## config.mk

```make
export PLATFORM = sky130hd
export DESIGN_NAME = nonprintable_byte_escaper_core
export DESIGN_NICKNAME = d
export VERILOG_FILES = /design/src/rtl/core/nbe_pkg.sv /design/src/rtl/core/nbe_front.sv /design/src/rtl/core/nbe_queue.sv /design/src/rtl/core/nbe_back.sv /design/src/rtl/core/nonprintable_byte_escaper_core.sv
export SDC_FILE = /design/constraint.sdc
export NUM_CORES = 2
export LEC_CHECK = 0
export BUFFER_PORTS_ARGS = -buffer_cell sky130_fd_sc_hd__buf_2
export CORE_MARGIN = 4
export CORE_UTILIZATION = 40
export CTS_CLUSTER_DIAMETER = 80
export DETAILED_ROUTE_END_ITERATION = 8
export PLACE_DENSITY = 0.65
export SETUP_SLACK_MARGIN = 0.2
export SLEW_MARGIN = 10
export SYNTH_ARGS = -nofsm -noshare
export SYNTH_HDL_FRONTEND = slang
export SYNTH_SLANG_ARGS = --single-unit
```

## constraint.sdc

```tcl
create_clock -name clock -period 28.9 [get_ports clock]
set_input_delay 4.335 -clock clock [delete_from_list [all_inputs] [get_ports clock]]
set_output_delay 4.335 -clock clock [all_outputs]
set_load 0.1 [all_outputs]
```

## src/rtl/core/nbe_pkg.sv

```systemverilog
package nbe_pkg;

   // field widths
   localparam int ByteWidth  = 8;
   localparam int RadixWidth = 5;
   localparam int TableWidth = 64;
   localparam int DigitWidth = 4;
   localparam int NumDigits  = 8;
   localparam int WidthBits  = 4;
   localparam int RecipWidth = 16;
   localparam int CsrIdxWidth = 2;

   // register indexes
   localparam logic [CsrIdxWidth-1:0] CsrRadix     = 2'd0;
   localparam logic [CsrIdxWidth-1:0] CsrDigitsLow = 2'd1;
   localparam logic [CsrIdxWidth-1:0] CsrDigitsHigh = 2'd2;

   // reset values
   localparam logic [RadixWidth-1:0] RadixReset      = 5'd16;
   localparam logic [TableWidth-1:0] DigitsLowReset  = 64'h3736353433323130;
   localparam logic [TableWidth-1:0] DigitsHighReset = 64'h6665646362613938;

   // characters and printable range
   localparam logic [ByteWidth-1:0] EscChar       = 8'd92;
   localparam logic [ByteWidth-1:0] PrintableLow  = 8'd32;
   localparam logic [ByteWidth-1:0] PrintableHigh = 8'd126;

   typedef struct packed {
      logic [ByteWidth-1:0] byte_in;
      logic                 last_in;
   } req_type;

   typedef struct packed {
      logic [ByteWidth-1:0] char_out;
      logic                 last_out;
   } rsp_type;

   // one classified item with its digits, least significant digit first
   typedef struct packed {
      logic                                esc;
      logic [ByteWidth-1:0]                chr;
      logic                                last;
      logic [WidthBits-1:0]                width;
      logic [NumDigits-1:0][DigitWidth-1:0] digits;
   } item_type;

   // clamp the radix register to 2..16
   function automatic logic [RadixWidth-1:0] eff_radix(input logic [RadixWidth-1:0] r);
      logic [RadixWidth-1:0] res;
      res = r;
      if (r < 5'd2) begin
         res = 5'd2;
      end else if (r > 5'd16) begin
         res = 5'd16;
      end
      return res;
   endfunction

   // ceil(2^16 / r): exact quotient for 8-bit values via (v * m) >> 16
   function automatic logic [RecipWidth-1:0] recip(input logic [RadixWidth-1:0] r);
      logic [RecipWidth-1:0] m;
      case (r)
         5'd2:    m = 16'd32768;
         5'd3:    m = 16'd21846;
         5'd4:    m = 16'd16384;
         5'd5:    m = 16'd13108;
         5'd6:    m = 16'd10923;
         5'd7:    m = 16'd9363;
         5'd8:    m = 16'd8192;
         5'd9:    m = 16'd7282;
         5'd10:   m = 16'd6554;
         5'd11:   m = 16'd5958;
         5'd12:   m = 16'd5462;
         5'd13:   m = 16'd5042;
         5'd14:   m = 16'd4682;
         5'd15:   m = 16'd4370;
         default: m = 16'd4096;
      endcase
      return m;
   endfunction

   // number of digits of 255 in radix r
   function automatic logic [WidthBits-1:0] pad_width(input logic [RadixWidth-1:0] r);
      logic [WidthBits-1:0] w;
      case (r)
         5'd2:                   w = 4'd8;
         5'd3:                   w = 4'd6;
         5'd4, 5'd5, 5'd6:       w = 4'd4;
         5'd16:                  w = 4'd2;
         default:                w = 4'd3;
      endcase
      return w;
   endfunction

endpackage

```

## src/rtl/core/nbe_front.sv

```systemverilog
module nbe_front (
   input  logic             clock,
   input  logic             reset,
   input  logic             push,
   output logic             full,
   input  nbe_pkg::req_type data,
   input  logic [4:0]       radix,
   output logic             q_push,
   output nbe_pkg::item_type q_item,
   input  logic             q_full
);
   import nbe_pkg::*;

   localparam int NumStages = NumDigits + 1;

   item_type             stg_ff [NumStages];
   item_type             stg_in [NumStages];
   logic [RadixWidth-1:0] q_cur_ff [NumStages];
   logic [RadixWidth-1:0] q_cur_in [NumStages];
   logic [ByteWidth-1:0] qv_ff [NumStages];
   logic [ByteWidth-1:0] qv_in [NumStages];
   logic [ByteWidth-1:0] qn_ff [NumStages];
   logic [ByteWidth-1:0] qn_in [NumStages];
   logic [NumStages-1:0] vld_ff;
   logic [NumStages-1:0] vld_in;

   logic [RadixWidth-1:0] r_eff;
   logic [RecipWidth-1:0] m_eff;
   logic [ByteWidth+RecipWidth-1:0] prod_in;
   logic [ByteWidth+RecipWidth-1:0] prod_q [NumStages];
   logic [ByteWidth+RadixWidth-1:0] prod_r [NumStages];
   logic [ByteWidth+RadixWidth-1:0] rem_d [NumStages];
   logic adv;
   logic accept;

   assign r_eff  = eff_radix(radix);
   assign m_eff  = recip(r_eff);
   assign adv    = !vld_ff[NumStages-1] || !q_full;
   assign full   = !adv;
   assign accept = push && adv;
   assign q_push = vld_ff[NumStages-1] && !q_full;
   assign q_item = stg_ff[NumStages-1];

   // entry: classify and take the first quotient
   assign prod_in = {{RecipWidth{1'b0}}, data.byte_in} * {{ByteWidth{1'b0}}, m_eff};

   // digit pipeline: stage k yields digit k-1 = q_(k-1) - q_k * r
   always_comb begin
      stg_in[0].esc    = !((data.byte_in >= PrintableLow) && (data.byte_in <= PrintableHigh));
      stg_in[0].chr    = data.byte_in;
      stg_in[0].last   = data.last_in;
      stg_in[0].width  = pad_width(r_eff);
      stg_in[0].digits = '0;
      qv_in[0]         = data.byte_in;
      qn_in[0]         = prod_in[ByteWidth+RecipWidth-1:RecipWidth];
      q_cur_in[0]      = r_eff;
      prod_q[0]        = '0;
      prod_r[0]        = '0;
      rem_d[0]         = '0;
      for (int k = 1; k < NumStages; k++) begin
         prod_r[k] = {{RadixWidth{1'b0}}, qn_ff[k-1]} * {{ByteWidth{1'b0}}, q_cur_ff[k-1]};
         rem_d[k]  = {{RadixWidth{1'b0}}, qv_ff[k-1]} - prod_r[k];
         prod_q[k] = {{RecipWidth{1'b0}}, qn_ff[k-1]} * {{ByteWidth{1'b0}}, m_eff};
         stg_in[k] = stg_ff[k-1];
         stg_in[k].digits[k-1] = rem_d[k][DigitWidth-1:0];
         qv_in[k]    = qn_ff[k-1];
         qn_in[k]    = prod_q[k][ByteWidth+RecipWidth-1:RecipWidth];
         q_cur_in[k] = q_cur_ff[k-1];
      end
   end

   assign vld_in = {vld_ff[NumStages-2:0], accept};

   // stage valid bits
   always_ff @(posedge clock) begin
      if (reset) begin
         vld_ff <= '0;
      end else if (adv) begin
         vld_ff <= vld_in;
      end
   end

   // stage payload
   always_ff @(posedge clock) begin
      if (adv) begin
         stg_ff   <= stg_in;
         qv_ff    <= qv_in;
         qn_ff    <= qn_in;
         q_cur_ff <= q_cur_in;
      end
   end

endmodule

```

## src/rtl/core/nbe_queue.sv

```systemverilog
module nbe_queue (
   input  logic              clock,
   input  logic              reset,
   input  logic              push,
   input  nbe_pkg::item_type push_item,
   output logic              full,
   input  logic              pop,
   output nbe_pkg::item_type head_item,
   output logic              empty
);
   import nbe_pkg::*;

   localparam int Depth   = 4;
   localparam int PtrBits = $clog2(Depth);

   item_type             slot_ff [Depth];
   logic [PtrBits-1:0]   wr_ff, wr_in;
   logic [PtrBits-1:0]   rd_ff, rd_in;
   logic [PtrBits:0]     cnt_ff, cnt_in;
   logic                 do_push;
   logic                 do_pop;

   assign full      = (cnt_ff == Depth[PtrBits:0]);
   assign empty     = (cnt_ff == '0);
   assign do_push   = push && !full;
   assign do_pop    = pop && !empty;
   assign head_item = slot_ff[rd_ff];

   // pointer and count update
   always_comb begin
      wr_in  = do_push ? wr_ff + 1'b1 : wr_ff;
      rd_in  = do_pop ? rd_ff + 1'b1 : rd_ff;
      cnt_in = cnt_ff;
      if (do_push && !do_pop) begin
         cnt_in = cnt_ff + 1'b1;
      end else if (!do_push && do_pop) begin
         cnt_in = cnt_ff - 1'b1;
      end
   end

   always_ff @(posedge clock) begin
      if (reset) begin
         wr_ff  <= '0;
         rd_ff  <= '0;
         cnt_ff <= '0;
      end else begin
         wr_ff  <= wr_in;
         rd_ff  <= rd_in;
         cnt_ff <= cnt_in;
      end
   end

   // storage
   always_ff @(posedge clock) begin
      if (do_push) begin
         slot_ff[wr_ff] <= push_item;
      end
   end

endmodule

```

## src/rtl/core/nbe_back.sv

```systemverilog
module nbe_back (
   input  logic               clock,
   input  logic               reset,
   input  nbe_pkg::item_type  q_item,
   input  logic               q_empty,
   output logic               q_pop,
   input  logic [127:0]       digit_table,
   output logic               rsp_empty,
   input  logic               rsp_pop,
   output nbe_pkg::rsp_type   rsp_data
);
   import nbe_pkg::*;

   item_type              cur_ff, cur_in;
   logic                  cur_vld_ff, cur_vld_in;
   logic [WidthBits-1:0]  idx_ff, idx_in;
   logic                  out_vld_ff, out_vld_in;
   rsp_type               out_ff, out_in;

   logic [15:0][7:0]      table_chars;
   logic                  out_adv;
   logic                  final_char;
   logic                  load;
   logic [WidthBits-1:0]  dsel_full;
   logic [2:0]            dsel;
   logic [DigitWidth-1:0] digit;
   rsp_type               emit;

   assign table_chars = digit_table;
   assign out_adv     = !out_vld_ff || rsp_pop;
   assign final_char  = !cur_ff.esc || (idx_ff == cur_ff.width);
   assign load        = !cur_vld_ff || (out_adv && final_char);
   assign q_pop       = load && !q_empty;

   // pick the character for the current position, most significant digit first
   assign dsel_full = cur_ff.width - idx_ff;
   assign dsel      = dsel_full[2:0];
   assign digit     = cur_ff.digits[dsel];

   always_comb begin
      if (!cur_ff.esc) begin
         emit.char_out = cur_ff.chr;
         emit.last_out = cur_ff.last;
      end else if (idx_ff == '0) begin
         emit.char_out = EscChar;
         emit.last_out = 1'b0;
      end else begin
         emit.char_out = table_chars[digit];
         emit.last_out = final_char && cur_ff.last;
      end
   end

   // current item and position
   always_comb begin
      cur_in     = cur_ff;
      cur_vld_in = cur_vld_ff;
      idx_in     = idx_ff;
      if (load) begin
         cur_in     = q_item;
         cur_vld_in = !q_empty;
         idx_in     = '0;
      end else if (out_adv && cur_vld_ff) begin
         idx_in = idx_ff + 1'b1;
      end
   end

   // output register
   always_comb begin
      out_vld_in = out_vld_ff;
      out_in     = out_ff;
      if (out_adv) begin
         out_vld_in = cur_vld_ff;
         out_in     = emit;
      end
   end

   always_ff @(posedge clock) begin
      if (reset) begin
         cur_vld_ff <= 1'b0;
         out_vld_ff <= 1'b0;
         idx_ff     <= '0;
      end else begin
         cur_vld_ff <= cur_vld_in;
         out_vld_ff <= out_vld_in;
         idx_ff     <= idx_in;
      end
   end

   always_ff @(posedge clock) begin
      cur_ff <= cur_in;
      out_ff <= out_in;
   end

   assign rsp_empty = !out_vld_ff;
   assign rsp_data  = out_ff;

endmodule

```

## src/rtl/core/nonprintable_byte_escaper_core.sv

```systemverilog
// Byte escaper: each input transaction carries one byte and a last flag. Bytes 32..126 leave
// as one character; every other byte leaves as a backslash and its value in the programmed
// radix (2..16, clamped), zero padded, most significant digit first, drawn from the digit
// table, 1 + (digits of 255 in the radix) characters in all: 9 for radix 2 down to 3 for
// radix 16. Input is taken every cycle while the front pipeline can drain into its
// four-entry queue; the serializer, one character per cycle while the output is popped, sets
// the sustained rate. An accepted byte passes the nine-stage digit pipeline, the queue and
// the current-item and output registers. Write the registers only while idle.
module nonprintable_byte_escaper_core (
   input  logic                clock,
   input  logic                reset,
   input  logic                req_push,
   output logic                req_full,
   input  nbe_pkg::req_type    req_data,
   output logic                rsp_empty,
   input  logic                rsp_pop,
   output nbe_pkg::rsp_type    rsp_data,
   input  logic                csr_we,
   input  logic [1:0]          csr_index,
   input  logic [63:0]         csr_wdata
);
   import nbe_pkg::*;

   logic [RadixWidth-1:0] radix_ff;
   logic [TableWidth-1:0] dig_lo_ff;
   logic [TableWidth-1:0] dig_hi_ff;

   logic     q_push;
   logic     q_full;
   logic     q_pop;
   logic     q_empty;
   item_type q_in_item;
   item_type q_head;

   // configuration registers
   always_ff @(posedge clock) begin
      if (reset) begin
         radix_ff  <= RadixReset;
         dig_lo_ff <= DigitsLowReset;
         dig_hi_ff <= DigitsHighReset;
      end else if (csr_we) begin
         case (csr_index)
            CsrRadix:      radix_ff  <= csr_wdata[RadixWidth-1:0];
            CsrDigitsLow:  dig_lo_ff <= csr_wdata;
            CsrDigitsHigh: dig_hi_ff <= csr_wdata;
            default:       ;
         endcase
      end
   end

   // classify and convert
   nbe_front u_front (
      .clock  (clock),
      .reset  (reset),
      .push   (req_push),
      .full   (req_full),
      .data   (req_data),
      .radix  (radix_ff),
      .q_push (q_push),
      .q_item (q_in_item),
      .q_full (q_full)
   );

   // decoupling queue
   nbe_queue u_queue (
      .clock     (clock),
      .reset     (reset),
      .push      (q_push),
      .push_item (q_in_item),
      .full      (q_full),
      .pop       (q_pop),
      .head_item (q_head),
      .empty     (q_empty)
   );

   // serialize characters
   nbe_back u_back (
      .clock       (clock),
      .reset       (reset),
      .q_item      (q_head),
      .q_empty     (q_empty),
      .q_pop       (q_pop),
      .digit_table ({dig_hi_ff, dig_lo_ff}),
      .rsp_empty   (rsp_empty),
      .rsp_pop     (rsp_pop),
      .rsp_data    (rsp_data)
   );

endmodule

```

==> metrics <==
height of the die=between 300 and 400 um; Multi-input gate area=approximately 33000 sq um; CTS resizes=0; most numerous cell in the Yosys netlist=and2_1; total I/O pin count=slightly above 90; routability cong.=0.813; share of Yosys cell area claimed by the top area cell type=between 30% and 40%; Slew Limit Fails=0; PortBufs=90; Hold EP=u_front.stg_ff[221]; Syn Std Cell Area=around 60000 sq um; Critical Path RT=29.30 ns; critical path fanouts, max=11; share of layout cells above drive strength 1=around 7%; largest cells by area after synthesis=edfxtp_1, fa_1, and2_1, ha_1, dfxtp_1; postcts setup bufs=0; Clk Latency, worst-skew pair=roughly 0.70 ns; final cycle utilization of the critical path=30.7%; switching portion of total power=roughly 28%; Pre-antenna DRT Iters=5; first-pass GRT wire length=approximately 210000 um; syn avg cell area=between 10 and 15 sq um; number of remaining DRC errors=0; status=finished clean; Reg-to-Reg End=u_front.qn_ff[70]; DR WL/cell=between 15 and 20 um; Initial Utilization=40.3%; Pleak=0.0297 uW; vias post-DR=between 30000 and 40000; final setup fails=0; final setup TNS=0 ns; Detailed Place HPWL=~85000 um; PwrDens=46.5 nW/um^2; RR Startpoint=radix_ff[2]; hold_buf cts=0; initial antenna violation count=5; Cells on Worst Hold Path=0; root buffer cell=clkbuf_16; Total Die Area=about 150000 sq um; vias in the first global route=around 39000; Reg area=~22000 sq um; Max-Cap Viols=0; Fin Clk Skew=0.0822 ns; Worst Setup End Kind=flip-flop; CTS tree=yes; commonest cells in the netlist=and2_1, inv_1, fa_1; post-synthesis compound-gate area fraction=~3.6%; Post-synth EDFFs=629; max frequency=113 MHz; worst r2r path cells=26; pin count of the biggest net entering global routing=roughly 160; Hold Startpoint=u_front.stg_ff[267]; type of the worst setup path=in2reg; post-synthesis mux area share=about 3.4%; fill count=13500; htree depth=3; Synthesized Nets=~6300; Switching Power=between 800 and 900 uW; Post-Synth Simple-Gate Area=~16%; worst hold path type=reg2reg; sequential share of power=about 46%; post-route antenna net violation count=0; final hold slack=roughly 0.38 ns; Via density=5.03; number of distinct library cells after synthesis=77; Async SR Flop Fraction=0%; Mapped Cells=5200; CTS buffer count=slightly above 80; fin nets=about 6300; Die W=392 um; largest family of logic cells by synthesized area=adder cells; CTS max path bufs=3; Post-Layout Inst Area=roughly 64000 sq um; Synth warnings=0; register bit total from synthesis=~800; Arr. time, crit path=around 9.3 ns; Power Internal=~2200 uW; post-layout min period=a little under 9 ns; placed inst area=around 61000 sq um; final hold vios=0; final wirelength=between 100000 and 150000 um; Peak VDD IR=around 0.000066 V; Synth Area in Adders=between 30% and 40%; xor and xnor fraction of the mapped netlist area=under 10%; Remaining Overflow, GRT=0; post-layout util=~44%; crit path launch type=primary input; ys flop type=edfxtp_1; Clock Power Share=a little under two fifths; Slew @ Worst Pin=~1.1 ns; Row Count=140; combinational share of power=around 17%; Total GRT Usage=between 15 and 20%; Worst slew margin=26.6%; Seq/Total Area, Yosys=between 30 and 40%; DRT iter0 DRCs=roughly 2000; R2R setup slack=slightly above 20 ns; Syn-to-layout area delta=9.23%; CTS sink count=784; RSZ-0062 raised after global routing=false; Placeable Area=between 100000 and 150000 sq um; Yosys top cell by area=edfxtp_1; clock transition at the registers of the reported paths=0.06 ns
## worst max-delay path, cell delays in order
cell	delay, ns
buf_2	0.25
inv_1	0.20
nor3_1	0.33
fa_1	0.50
fa_1	0.41
fa_1	0.52
inv_1	0.05
fa_1	0.47
inv_1	0.04
ha_1	0.28
a211o_1	0.26
o211ai_1	0.10
a21oi_1	0.11
o31a_1	0.36
o31a_1	0.32
o41ai_2	0.43
o21bai_1	0.14
xor2_1	0.16
## worst max-delay path by stage
stage                      startpoint                 to  slack (ns)  cells after the start
floorplan           u_front.vld_ff[8]           req_full        9.01                      2
global placement          req_data[8]  u_front.qn_ff[70]       19.40                     18
detailed placement        req_data[8]  u_front.qn_ff[70]       19.29                     18
CTS                       req_data[8]  u_front.qn_ff[70]       20.02                     18
global route              radix_ff[2]  u_front.qn_ff[70]       19.77                     26
finish                    req_data[8]  u_front.qn_ff[70]       20.02                     18
## state kept, by name (all words and copies together) (netlist names), 5 cells and up
register / count
u_front.q_cur_ff: 32
u_back.cur_ff: 46
u_front.qn_ff: 60
u_queue.slot_ff: 184
dig_lo_ff: 64
dig_hi_ff: 64
radix_ff: 5
u_front.stg_ff: 224
u_front.qv_ff: 28
u_back.rsp_data: 9
u_front.q_item: 46
u_front.vld_ff: 9
## per-stage QoR
step,setup slack (ns),power [uW],std cells
floorplan,9.01,1760,5200
global placement,19.40,1900,7015
detailed placement,19.29,1900,7015
CTS,20.02,3030,7167
global route,19.77,3110,7167
finish,20.02,2990,7170
## layer usage
| metal | wire [um] | GRT usage, % | up-vias |
|---|---|---|---|
| met2 | 62500 | 29.7 | 758 |
| li1 | - | - | 16600 |
| met3 | 6280 | 2.46 | 184 |
| met4 | 3010 | 4.59 | 0 |
| met1 | 56300 | 23.0 | 18500 |
| met5 | 0 | 0 | - |
## final cells by class
class	count	share of cell area, %
inverter	782	4.57
tap	1917	3.73
multi-input combinational	3394	51.6
antenna	3	0.0117
clock buffer	103	3.44
timing repair buffer	138	1.29
sequential	784	34.2
clock inverter	49	1.10
## cells by family (layout without fill, tap and decap cells)
| family | after synthesis | in the layout |
|---|---|---|
| simple gates | 1723 | 1723 |
| fa+ha+maj | 1058 | 1058 |
| flops | 784 | 784 |
| xor+xnor | 148 | 148 |
| buf+inv | 1022 | 1072 |
| compound gates | 332 | 332 |
| other cells | 0 | 3 |
| mux | 133 | 133 |
## power groups by stage
stage	clock (uW)	combinational [uW]	sequential, uW
after floorplan	0	352	1410
after global routing	1190	530	1390
after detailed placement	0	496	1410
after global placement	0	493	1410
final	1110	494	1380
after CTS	1140	499	1390
## cell usage in the layout (no fill, tap or decap), types with 9 or more instances in the layout
cell	instances
and2_1	863
inv_1	781
fa_1	685
edfxtp_1	629
nand2_1	552
ha_1	373
dfxtp_1	152
a21oi_1	136
xnor2_1	112
nor2_1	101
buf_2	89
clkbuf_16	83
mux2i_1	72
nand3b_1	59
mux4_2	51
buf_4	48
o21ai_0	39
xor2_1	35
nor3_1	32
a21o_1	28
nand3_1	24
o211ai_1	18
o21a_1	17
nand4_1	16
clkbuf_1	14
clkinv_2	12
a211oi_1	11
nor2b_1	10
nand2b_1	10
a211o_1	10
and3_1	10
a22oi_1	9
bufinv_16	9
Note: power is estimated with default switching activity, not from simulation.
